--- src/sv/dedf_pkg.sv ---
// ----------------------------------------------------------------------------
// Digitizer event deframer package
// Beat payload types and fixed codes shared by the deframer modules.
// ----------------------------------------------------------------------------
package dedf_pkg;

  // Result kinds.
  typedef enum logic [1:0] {
    KIND_RECORD     = 2'd0,
    KIND_SAMPLE     = 2'd1,
    KIND_BAD_TYPE   = 2'd2,
    KIND_BAD_SELECT = 2'd3
  } kind_t;

  // Event type codes as carried in the header.
  localparam logic [1:0] TYPE_NONE = 2'd0;
  localparam logic [1:0] TYPE_DPP  = 2'd1;
  localparam logic [1:0] TYPE_WAVE = 2'd2;

  // The only extra-select code that the deframer understands.
  localparam logic [15:0] EXTRA_SELECT_STD = 16'd2;

  // Split of the extras low word.
  localparam int FINE_WIDTH  = 10;
  localparam int FLAGS_WIDTH = 6;

  typedef struct packed {
    logic [15:0] word_in;
  } word_t;

  typedef struct packed {
    kind_t                    kind;
    logic [1:0]               event_type;
    logic [31:0]              channel;
    logic [31:0]              time_tag;
    logic [15:0]              extended_time;
    logic [FINE_WIDTH-1:0]    fine_time;
    logic [FLAGS_WIDTH-1:0]   config_flags;
    logic [15:0]              short_charge;
    logic [15:0]              long_charge;
    logic [31:0]              sample_count;
    logic [15:0]              sample_value;
    logic                     last;
  } result_t;

  // Word held in the input register.
  typedef struct packed {
    logic        valid;
    logic [15:0] word;
  } stage_t;

  // Result offered by the parser to the output register.
  typedef struct packed {
    logic    valid;
    result_t data;
  } res_beat_t;

endpackage

--- src/sv/dedf_stream_if.sv ---
// ----------------------------------------------------------------------------
// Deframer stream interface
// Valid/ready channel carrying one payload per beat.
// ----------------------------------------------------------------------------
interface dedf_stream_if #(
  parameter type payload_t = logic
);

  logic     valid;
  logic     ready;
  payload_t data;

  modport source (output valid, output data, input ready);
  modport sink (input valid, input data, output ready);

endinterface

--- src/sv/dedf_in_reg.sv ---
// ----------------------------------------------------------------------------
// Deframer input register
// Captures one word beat per cycle whenever the parser stage can move on.
// ----------------------------------------------------------------------------
module dedf_in_reg (
  input  logic               clk,
  input  logic               rst,
  dedf_stream_if.sink        words,
  input  logic               advance,
  output dedf_pkg::stage_t   stage
);
  import dedf_pkg::*;

  logic        valid;
  logic [15:0] word;

  // The register may be refilled when empty or when its word moves on.
  assign words.ready = !valid || advance;

  always_ff @(posedge clk) begin
    if (rst) begin
      valid <= 1'b0;
    end else if (words.ready) begin
      valid <= words.valid;
    end
    if (words.ready && words.valid) begin
      word <= words.data.word_in;
    end
  end

  assign stage.valid = valid;
  assign stage.word  = word;

endmodule

--- src/sv/dedf_parser.sv ---
// ----------------------------------------------------------------------------
// Deframer parser
// Word phase sequencer, header field capture and result formation.
// ----------------------------------------------------------------------------
module dedf_parser (
  input  logic                clk,
  input  logic                rst,
  input  dedf_pkg::stage_t    stage,
  input  logic                advance,
  output dedf_pkg::res_beat_t beat
);
  import dedf_pkg::*;

  typedef enum logic [4:0] {
    PH_SIZE_LO, PH_SIZE_HI, PH_TYPE_LO, PH_TYPE_HI, PH_CHAN_LO, PH_CHAN_HI,
    PH_TIME_LO, PH_TIME_HI, PH_SELECT, PH_EXTRA_LO, PH_EXTRA_HI, PH_SHORT,
    PH_LONG, PH_SKIP_A, PH_SKIP_B, PH_COUNT_LO, PH_COUNT_HI, PH_SAMPLE
  } phase_t;

  phase_t                 phase, phase_next;
  logic [15:0]            low_half, low_half_next;
  logic [1:0]             held_type, held_type_next;
  logic [31:0]            held_channel, held_channel_next;
  logic [31:0]            held_time_tag, held_time_tag_next;
  logic [15:0]            held_extended_time, held_extended_time_next;
  logic [FINE_WIDTH-1:0]  held_fine_time, held_fine_time_next;
  logic [FLAGS_WIDTH-1:0] held_flags, held_flags_next;
  logic [15:0]            held_short_charge, held_short_charge_next;
  logic [15:0]            held_long_charge, held_long_charge_next;
  logic [31:0]            samples_left, samples_left_next;
  logic                   halted, halted_next;

  logic                   fire;
  logic [31:0]            joined;
  logic [15:0]            w;

  assign fire   = stage.valid && advance && !halted;
  assign w      = stage.word;
  assign joined = {w, low_half};

  // Next state and the result caused by the word in the input register.
  always_comb begin
    phase_next              = phase;
    low_half_next           = low_half;
    held_type_next          = held_type;
    held_channel_next       = held_channel;
    held_time_tag_next      = held_time_tag;
    held_extended_time_next = held_extended_time;
    held_fine_time_next     = held_fine_time;
    held_flags_next         = held_flags;
    held_short_charge_next  = held_short_charge;
    held_long_charge_next   = held_long_charge;
    samples_left_next       = samples_left;
    halted_next             = halted;
    beat                    = '0;

    if (fire) begin
      unique case (phase)
        PH_SIZE_LO: begin
          held_type_next          = TYPE_NONE;
          held_channel_next       = '0;
          held_time_tag_next      = '0;
          held_extended_time_next = '0;
          held_fine_time_next     = '0;
          held_flags_next         = '0;
          held_short_charge_next  = '0;
          held_long_charge_next   = '0;
          phase_next              = PH_SIZE_HI;
        end
        PH_SIZE_HI: phase_next = PH_TYPE_LO;
        PH_TYPE_LO, PH_CHAN_LO, PH_TIME_LO, PH_COUNT_LO: begin
          low_half_next = w;
          phase_next    = phase_t'(phase + 5'd1);
        end
        PH_TYPE_HI: begin
          if (joined == 32'(TYPE_DPP) || joined == 32'(TYPE_WAVE)) begin
            held_type_next = joined[1:0];
          end else begin
            held_type_next = TYPE_NONE;
          end
          phase_next = PH_CHAN_LO;
        end
        PH_CHAN_HI: begin
          held_channel_next = joined;
          phase_next        = PH_TIME_LO;
        end
        PH_TIME_HI: begin
          held_time_tag_next = joined;
          if (held_type == TYPE_DPP) begin
            phase_next = PH_SELECT;
          end else if (held_type == TYPE_WAVE) begin
            phase_next = PH_COUNT_LO;
          end else begin
            halted_next     = 1'b1;
            beat.valid      = 1'b1;
            beat.data.kind  = KIND_BAD_TYPE;
          end
        end
        PH_SELECT: begin
          if (w != EXTRA_SELECT_STD) begin
            halted_next    = 1'b1;
            beat.valid     = 1'b1;
            beat.data.kind = KIND_BAD_SELECT;
          end else begin
            phase_next = PH_EXTRA_LO;
          end
        end
        PH_EXTRA_LO: begin
          held_fine_time_next = w[FINE_WIDTH-1:0];
          held_flags_next     = w[15:FINE_WIDTH];
          phase_next          = PH_EXTRA_HI;
        end
        PH_EXTRA_HI: begin
          held_extended_time_next = w;
          phase_next              = PH_SHORT;
        end
        PH_SHORT: begin
          held_short_charge_next = w;
          phase_next             = PH_LONG;
        end
        PH_LONG: begin
          held_long_charge_next = w;
          phase_next            = PH_SKIP_A;
        end
        PH_SKIP_A: phase_next = PH_SKIP_B;
        PH_SKIP_B: phase_next = PH_COUNT_LO;
        PH_COUNT_HI: begin
          samples_left_next       = joined;
          beat.valid              = 1'b1;
          beat.data.kind          = KIND_RECORD;
          beat.data.event_type    = held_type;
          beat.data.channel       = held_channel;
          beat.data.time_tag      = held_time_tag;
          beat.data.extended_time = held_extended_time;
          beat.data.fine_time     = held_fine_time;
          beat.data.config_flags  = held_flags;
          beat.data.short_charge  = held_short_charge;
          beat.data.long_charge   = held_long_charge;
          beat.data.sample_count  = joined;
          beat.data.last          = (joined == '0);
          phase_next              = (joined == '0) ? PH_SIZE_LO : PH_SAMPLE;
        end
        PH_SAMPLE: begin
          samples_left_next      = samples_left - 32'd1;
          beat.valid             = 1'b1;
          beat.data.kind         = KIND_SAMPLE;
          beat.data.sample_value = w;
          beat.data.last         = (samples_left == 32'd1);
          if (samples_left == 32'd1) begin
            phase_next = PH_SIZE_LO;
          end
        end
        default: phase_next = PH_SIZE_LO;
      endcase
    end
  end

  // Sequencer and held header fields.
  always_ff @(posedge clk) begin
    if (rst) begin
      phase              <= PH_SIZE_LO;
      low_half           <= '0;
      held_type          <= TYPE_NONE;
      held_channel       <= '0;
      held_time_tag      <= '0;
      held_extended_time <= '0;
      held_fine_time     <= '0;
      held_flags         <= '0;
      held_short_charge  <= '0;
      held_long_charge   <= '0;
      samples_left       <= '0;
      halted             <= 1'b0;
    end else begin
      phase              <= phase_next;
      low_half           <= low_half_next;
      held_type          <= held_type_next;
      held_channel       <= held_channel_next;
      held_time_tag      <= held_time_tag_next;
      held_extended_time <= held_extended_time_next;
      held_fine_time     <= held_fine_time_next;
      held_flags         <= held_flags_next;
      held_short_charge  <= held_short_charge_next;
      held_long_charge   <= held_long_charge_next;
      samples_left       <= samples_left_next;
      halted             <= halted_next;
    end
  end

  // Once halted, nothing more is produced.
  a_halt_silent: assert property (@(posedge clk) disable iff (rst)
    halted |-> !beat.valid)
    else $error("result produced while halted");

  // The sample phase is only entered with samples still to come.
  a_samples_pending: assert property (@(posedge clk) disable iff (rst)
    phase == PH_SAMPLE |-> samples_left != '0)
    else $error("sample phase with no samples left");

  // An error result always halts the block on the next edge.
  a_error_halts: assert property (@(posedge clk) disable iff (rst)
    beat.valid && (beat.data.kind == KIND_BAD_TYPE ||
                   beat.data.kind == KIND_BAD_SELECT) |=> halted)
    else $error("error result without halting");

  // A record marked last carries a zero sample count.
  a_empty_record: assert property (@(posedge clk) disable iff (rst)
    beat.valid && beat.data.kind == KIND_RECORD && beat.data.last
      |-> beat.data.sample_count == '0)
    else $error("last record with samples pending");

endmodule

--- src/sv/dedf_out_reg.sv ---
// ----------------------------------------------------------------------------
// Deframer output register
// Holds one result beat until the sink takes it.
// ----------------------------------------------------------------------------
module dedf_out_reg (
  input  logic                clk,
  input  logic                rst,
  input  dedf_pkg::res_beat_t beat,
  output logic                advance,
  dedf_stream_if.source       results
);
  import dedf_pkg::*;

  logic    valid;
  result_t data;

  // The register can load a new beat when empty or being emptied.
  assign advance = !valid || results.ready;

  always_ff @(posedge clk) begin
    if (rst) begin
      valid <= 1'b0;
    end else if (advance) begin
      valid <= beat.valid;
    end
    if (advance && beat.valid) begin
      data <= beat.data;
    end
  end

  assign results.valid = valid;
  assign results.data  = data;

endmodule

--- src/sv/digitizer_event_deframer.sv ---
// ----------------------------------------------------------------------------
// Digitizer event deframer
// Splits a 16-bit word stream into event records and waveform samples.
//
//   Channel  Role    Payload
//   words    sink    word_in, one 16-bit word of the event stream
//   results  source  kind, header fields, sample_count, sample_value, last
//
// A new word is taken every cycle while the result register is free or
// being emptied. A word reaches results through the input register, then
// the result register.
// Synchronous reset returns the sequencer to the first header word and
// clears the halt that follows a bad type or bad extra select.
// A stall on results holds the result register and back-pressures words.
// ----------------------------------------------------------------------------
module digitizer_event_deframer (
  input  logic   clk,
  input  logic   rst,
  dedf_stream_if.sink   words,
  dedf_stream_if.source results
);
  import dedf_pkg::*;

  stage_t    stage;
  res_beat_t beat;
  logic      advance;

  dedf_in_reg u_in_reg (
    .clk     (clk),
    .rst     (rst),
    .words   (words),
    .advance (advance),
    .stage   (stage)
  );

  dedf_parser u_parser (
    .clk     (clk),
    .rst     (rst),
    .stage   (stage),
    .advance (advance),
    .beat    (beat)
  );

  dedf_out_reg u_out_reg (
    .clk     (clk),
    .rst     (rst),
    .beat    (beat),
    .advance (advance),
    .results (results)
  );

endmodule

--- src/flat_wrapper.sv ---
// flat-port wrapper written by rule: the top's interface ports become plain ports
module digitizer_event_deframer_flat import dedf_pkg::*;
  (clk, rst, words_valid, words_data, words_ready, results_valid, results_data, results_ready);
  dedf_stream_if #(.payload_t(word_t)) words_i ();
  dedf_stream_if #(.payload_t(result_t)) results_i ();
  input  logic clk;
  input  logic rst;
  input wire logic [$bits(words_i.valid)-1:0] words_valid;
  input wire logic [$bits(words_i.data)-1:0] words_data;
  output wire logic [$bits(words_i.ready)-1:0] words_ready;
  output wire logic [$bits(results_i.valid)-1:0] results_valid;
  output wire logic [$bits(results_i.data)-1:0] results_data;
  input wire logic [$bits(results_i.ready)-1:0] results_ready;
  assign words_i.valid = words_valid;
  assign words_i.data = words_data;
  assign words_ready = words_i.ready;
  assign results_valid = results_i.valid;
  assign results_data = results_i.data;
  assign results_i.ready = results_ready;
  digitizer_event_deframer u_core (.clk(clk), .rst(rst), .words(words_i), .results(results_i));
endmodule
--- config.mk ---
export PLATFORM = sky130hd
export DESIGN_NAME = digitizer_event_deframer_flat
export DESIGN_NICKNAME = d
export VERILOG_FILES = /design/src/sv/dedf_pkg.sv /design/src/sv/dedf_stream_if.sv /design/src/sv/dedf_in_reg.sv /design/src/sv/dedf_parser.sv /design/src/sv/dedf_out_reg.sv /design/src/sv/digitizer_event_deframer.sv /design/src/flat_wrapper.sv
export SDC_FILE = /design/constraint.sdc
export NUM_CORES = 1
export LEC_CHECK = 0
export ABC_AREA = 1
export BUFFER_PORTS_ARGS = -buffer_cell sky130_fd_sc_hd__buf_2
export CORE_ASPECT_RATIO = 2
export CORE_UTILIZATION = 55
export CTS_BUF_LIST = sky130_fd_sc_hd__clkbuf_4
export DETAILED_ROUTE_END_ITERATION = 6
export GPL_ROUTABILITY_DRIVEN = 0
export PLACE_DENSITY_LB_ADDON = 0.08
export RECOVER_POWER = 50
export SYNTH_ARGS = -nofsm -noshare
export SYNTH_HDL_FRONTEND = slang
export SYNTH_SLANG_ARGS = --single-unit
export TNS_END_PERCENT = 50
--- constraint.sdc ---
create_clock -name clk -period 8.2 [get_ports clk]
set_clock_uncertainty 0.1 [all_clocks]
set_input_delay 0.82 -clock clk [delete_from_list [all_inputs] [get_ports clk]]
set_output_delay 0.82 -clock clk [all_outputs]
set_load 0.005 [all_outputs]
==> results.txt, run 1 <==
routed vias/inst -> 5.21
Hold Buf Count CTS -> 0
Post-CTS Setup Inserts -> 0
Initial Util -> 55.7%
crit-path max cell delay -> 890 ps
width of the die -> 121 microns
Finish-stage setup viols -> 0
ys async rst share -> 0%
Setup TNS -> 0 ps
leakage power -> 0.00691 uW
GRT Util Overall -> 28.4%
Iteration-0 DRC Markers -> 775
crit share post-route -> 62.8%
Hold Violations, Final -> 0
unrepaired setup endpoints after global routing -> false
grt ovf -> 0
cell family with most CP delay -> buffers and inverters
critical path class -> flip-flop to flip-flop
largest area contributor in the netlist -> edfxtp_1
Vias -> 12,539
Crit path arrival time -> 5420 ps
post-layout min period -> 5150 ps
Core ar. -> 28,100 sq um
Main synth FF type -> edfxtp_1
path type of the worst min-delay path -> input pin to flip-flop
flops & latches, synth -> 383
Routed Antenna Nets -> 0
first-pass GRT wire length -> 62,400 microns
Routed WL -> 40,900 microns
Mapped Nets -> 1,801
status -> finished, violations left
VDD IR-drop max -> 130 uV
final slew viol count -> 186
initial antenna violation count -> 1
DRC viols -> 0
critical path fanouts, max -> 115
most frequent cells in the layout -> nand2_1 (428), nor2_1 (282), inv_1 (223)
Filler cells -> 2,574
number of CTS-inserted buffers -> 83
end-of-flow core utilization -> 62.9%
clock net sink count -> 383
I/O pin count -> 203
Yosys cell types -> 32
area added between synthesis and finish -> 12.9%
DP HPWL -> 26,700 microns
Max Clk Rate -> 194 MHz
Buf/Inv on CP -> 4
top cell type's share of synthesized area -> 37.8%
clk buf depth -> 3
Final nets -> 2,011
crit-path cells -> nand2_1 -> nand3_1 -> nor2_1 -> nor2_2 -> clkbuf_1 -> inv_1 -> nor2_1 -> inv_6 -> buf_4
Slew headroom -> -150%
Clock Latency Late Sink -> 770 ps
pin count of the biggest net entering global routing -> 116
Worst setup SP type -> flip-flop
maxcap violations -> 5
Post-synth EDFFs -> 197
Die Y-Extent -> 241 microns
actual slew at the worst max-slew pin -> 3760 ps
failing checks -> capacitance limit, slew limit
layout cells sized above 1 -> 13.3%
Syn. warnings -> 0
power density cells -> 203 nW/um^2
H-tree depth -> 3
most frequent CP cell -> nor2_1
Req. time, crit path -> 8480 ps
Cell Area, Synth -> 15,600 sq um
Critical Path End Type -> flip-flop
Seq/Total Area, Yosys -> 61.6%
syn avg cell area -> 8.83 sq um
R2R Setup Slk -> 3050 ps
die area -> 29,200 sq um
clock-pin slew on the worst setup and hold paths -> 80 ps
critical path's slowest cell -> nor2_1
Mapped Cells -> 1,772
placement row count -> 87
CTS tree -> built
most common cell after layout, fill and taps aside -> nand2_1
post-CTS resize count -> 0
Port Buf Inserts -> 202
root buffer cell -> clkbuf_4
vias in the first global route -> 11,983
per-cell routed wire length -> 17.0 microns
Pre-antenna DRT Iters -> 6
top post-synthesis cells by area -> edfxtp_1 (38%), dfxtp_1 (24%), nand2_1 (10%)
## per-stage QoR
stage          setup WS [ps]  hold slack [ps]  instance area, sq um  instances  power, uW
6_report                3050              125                 17700       2407       3580
5_1_grt                 2640             89.2                 17700       2406       3710
4_1_cts                 4020             75.5                 17900       2405       3610
3_5_place_dp            3530              352                 16800       2253       2150
3_3_place_gp            3570              348                 16800       2253       2150
2_1_floorplan           2440              339                 15600       1772       2110
## path summary, 6_finish.rpt
check | depth (start not counted) | to | from
min reg2reg | 2 | u_core.u_parser.held_time_tag[11] | u_core.u_parser.held_time_tag[11]
max reg2reg | 9 | u_core.u_out_reg.results.data[75] | u_core.u_out_reg.results.valid
max | 9 | u_core.u_out_reg.results.data[75] | u_core.u_out_reg.results.valid
min | 1 | u_core.u_in_reg.word[9] | words_data[9]
## final cells by class
type,instances,area (sq um),share of cell area [%]
Inverter,227,858,4.86
Multi-Input combinational cell,1070,4640,26.3
Clock buffer,135,1010,5.74
Clock inverter,17,63.8,0.361
Timing Repair Buffer,217,988,5.60
Tap cell,356,445,2.52
Sequential cell,383,9640,54.6
Antenna cell,2,5.00,0.0283
## flip-flops by register name, summed over array words and instances, names as in the netlist
| name | cells |
|---|---|
| u_core.u_parser.low_half | 16 |
| u_core.u_parser.held_type | 2 |
| u_core.u_out_reg.results.valid | 1 |
| u_core.u_out_reg.results.data | 181 |
| u_core.u_parser.held_time_tag | 32 |
| u_core.u_parser.held_long_charge | 16 |
| u_core.u_parser.held_flags | 6 |
| u_core.u_parser.halted | 1 |
| u_core.u_in_reg.valid | 1 |
| u_core.u_parser.held_extended_time | 16 |
| u_core.u_parser.held_short_charge | 16 |
| u_core.u_parser.phase | 5 |
| u_core.u_parser.held_channel | 32 |
| u_core.u_in_reg.word | 16 |
| u_core.u_parser.samples_left | 32 |
| u_core.u_parser.held_fine_time | 10 |
## power by group
group	internal (uW)	switching [uW]
registers	2000	18.3
logic	16.4	71.9
clock network	743	729
## synthesized netlist by cell type (3+ instances only)
cell type	instances
clkbuf_1	39
nand4_1	6
nand3_1	43
nor2_2	14
ha_1	9
buf_2	45
inv_1	223
a21oi_1	188
o21ai_0	52
nor2_1	276
inv_2	4
o22ai_1	6
o21ai_1	16
buf_4	6
nand3_2	3
edfxtp_1	197
nand2_1	428
nor2_4	10
nor3_1	3
dfxtp_1	186
## cell families (layout without fill, tap and decap cells)
group / count (synthesis) / count (layout) / share of synthesized area [%]
and+or+nand+nor: 787 / 787 / 20.4
buffers and inverters: 319 / 596 / 8.25
AOI/OAI and AO/OA: 270 / 270 / 8.81
adders and majority gates: 9 / 9 / 0.720
other: 0 / 2 / 0
xor gates and xnor gates: 4 / 4 / 0.224
DFF: 383 / 383 / 61.6
## routing by layer
metal / part of all wire, % / track usage, %
met4: 5.6 / 18.4
met1: 37 / 31.0
met3: 5.3 / 5.50
met5: 0 / 0
met2: 52 / 49.8
## worst reg2reg max path, delay by kind of cell (launching register included)
family,cells,cell delay [ps]
DFF,1,320
buffers and inverters,4,2630
and+or+nand+nor,5,1660
No activity file was read; power rests on OpenSTA's default activity.
==> run 2, diff against run 1 <==
ABC_AREA = 0   (was 1)
CORE_UTILIZATION = 54   (was 55)
clock period = 4.66 ns   (was 8.2 ns; I/O delays follow)
==> run 2 against run 1 <==
Compared with the run above:
- the run still ends with capacitance limit, slew limit left
- clock-buffer cell count down 19
- critical path depth down 3
- first-iteration DRC count up 23%
- register-to-register slack worse by 2000 ps
- synthesized cell count down 19%
- routed wire length up 4.6%
- largest power group unchanged
- highest routed layer unchanged
==> results.txt, run 2 <==
status -> finished, violations left
failing checks -> capacitance limit, slew limit
clk buf depth -> 3
actual slew at the worst max-slew pin -> 1730 ps
flops & latches, synth -> 383
vias in the first global route -> 11,323
DP HPWL -> 27,800 microns
largest area contributor in the netlist -> edfxtp_1
unrepaired setup endpoints after global routing -> false
Post-synth EDFFs -> 197
Hold Violations, Final -> 0
first-pass GRT wire length -> 63,600 microns
Slew headroom -> -15.3%
Pre-antenna DRT Iters -> 6
Cell Area, Synth -> 15,400 sq um
Final nets -> 1,677
leakage power -> 0.00644 uW
per-cell routed wire length -> 20.6 microns
Worst setup SP type -> flip-flop
die area -> 29,300 sq um
final worst setup slack -> 1060 ps
most frequent cells in the layout -> edfxtp_1 (197), dfxtp_1 (186), nand2_1 (163)
most common cell after layout, fill and taps aside -> edfxtp_1
top cell type's share of synthesized area -> 38.3%
pin count of the biggest net entering global routing -> 115
Finish-stage setup viols -> 0
Iteration-0 DRC Markers -> 950
syn avg cell area -> 10.7 sq um
VDD IR-drop max -> 210 uV
Yosys cell types -> 73
Seq/Total Area, Yosys -> 62.5%
routed vias/inst -> 5.82
pre-CTS WS -> 1110 ps
Routed WL -> 42,800 microns
grt ovf -> 0
Port Buf Inserts -> 202
Setup TNS -> 0 ps
number of CTS-inserted buffers -> 82
CTS tree -> built
maxcap violations -> 2
Req. time, crit path -> 5020 ps
Clock Latency Late Sink -> 780 ps
path type of the worst min-delay path -> input pin to flip-flop
Main synth FF type -> edfxtp_1
Crit path arrival time -> 3960 ps
Max Clk Rate -> 278 MHz
Initial Util -> 54.7%
I/O pin count -> 203
max reg flops -> 181
power density cells -> 355 nW/um^2
post-CTS resize count -> 0
Placed Area -> 16,700 sq um
Post-CTS Setup Inserts -> 0
initial antenna violation count -> 1
Routed Antenna Nets -> 0
clock net sink count -> 383
layout cells sized above 1 -> 14.8%
Post-synth top cells -> edfxtp_1 (197), dfxtp_1 (186), and2_1 (169)
Min-Delay Startpoint -> results_ready
critical path class -> flip-flop to flip-flop
final slew viol count -> 51
GRT Util Overall -> 29.3%
Syn. warnings -> 0
Critical Path End Type -> flip-flop
most frequent cell after synthesis -> edfxtp_1
Final Cell Area -> 17,700 sq um
DRC viols -> 0
ys async rst share -> 0%
Core ar. -> 28,200 sq um
root buffer cell -> clkbuf_4
width of the die -> 122 microns
H-tree depth -> 3
Mapped Cells -> 1,436
Critical Path Source -> u_core.u_parser.phase[1]
Mapped Nets -> 1,465
Top reg by flops -> u_core.u_out_reg.results.data
top post-synthesis cells by area -> edfxtp_1 (38%), dfxtp_1 (24%), and2_1 (6.9%)
placement row count -> 87
Vias -> 12,056
critical path fanouts, max -> 62
area added between synthesis and finish -> 14.4%
post-layout min period -> 3600 ps
clock-pin slew on the worst setup and hold paths -> 80 ps
r2r startpoint -> u_core.u_parser.phase[1]
Die Y-Extent -> 241 microns
crit share post-route -> 77.2%
[run 2: cell count changes after synthesis, sizes merged, moves of 28 or more]
cell    before  now
clkbuf      39   94
o21ai       68   24
and2         0  169
a21oi      188  138
a22oi        0   49
nor2       300   84
inv        227   25
nand3       46   92
nand2      428  165
buf         53   25
[run 2: logic make-up (layout without fill, tap and decap cells)]
logic type / after synthesis / in the layout / share of synthesized area (%)
xor gates and xnor gates: 2 / 2 / 0.114
buffers and inverters: 144 / 423 / 3.80
and+or+nand+nor: 605 / 605 / 20.6
muxes: 14 / 14 / 0.925
AOI/OAI and AO/OA: 279 / 279 / 11.3
adders and majority gates: 9 / 9 / 0.730
other: 0 / 2 / 0
DFF: 383 / 383 / 62.5
[run 2: path summary, 6_finish.rpt]
kind | endpoint | slack, ps | depth (start not counted)
setup / recovery | u_core.u_out_reg.results.data[115] | 1060 | 6
hold / removal | u_core.u_in_reg.valid | 110 | 4
setup reg to reg | u_core.u_out_reg.results.data[115] | 1060 | 6
hold reg to reg | u_core.u_parser.held_time_tag[12] | 360 | 2
[run 2: repair_timing]
action / in CTS / in global routing
setup endpoints to repair: 0 / 0
hold buffers: 17 / 0
endpoints found under the hold margin: 17 / 0
[run 2: critical path: stages, from the launching register on]
cell and delay, ps:
dfxtp_1 370, inv_1 100, ha_1 310, and4bb_2 850
o211ai_2 540, nand2_8 600, buf_4 360
[run 2: final cells by class]
type | instances | area [sq um]
diodes | 2 | 5.00
clock buffers | 116 | 871
clock inverters | 35 | 143
fillers | 2422 | 10500
inverters | 25 | 93.8
multi-input cells | 909 | 5210
flip-flops and latches | 383 | 9640
well taps | 356 | 445
repair buffers | 247 | 1250
[run 2: per-layer routing]
| metal | vias up | global-route usage, % | part of all wire [%] |
|---|---|---|---|
| li1 | 5574 | - | - |
| met1 | 5776 | 32.0 | 36 |
| met2 | 553 | 51.2 | 52 |
| met3 | 153 | 5.10 | 6.1 |
| met4 | 0 | 19.8 | 6.3 |
| met5 | - | 0 | 0 |
[run 2: through the flow]
step	instances	utilization, %	total power [uW]	hold WS [ps]
after floorplan	1436	-	3790	343
after global placement	1903	59.2	3880	349
after detailed placement	1903	59.2	3890	356
after CTS	2071	63.4	6320	123
after global routing	2072	62.6	6490	153
final	2073	62.6	6260	112
[run 2: power by group]
group,switching (uW),total (uW),internal [uW]
combinational,174,237,62.8
clock,1280,2440,1160
sequential,30.1,3580,3550
total,1480,6260,4780
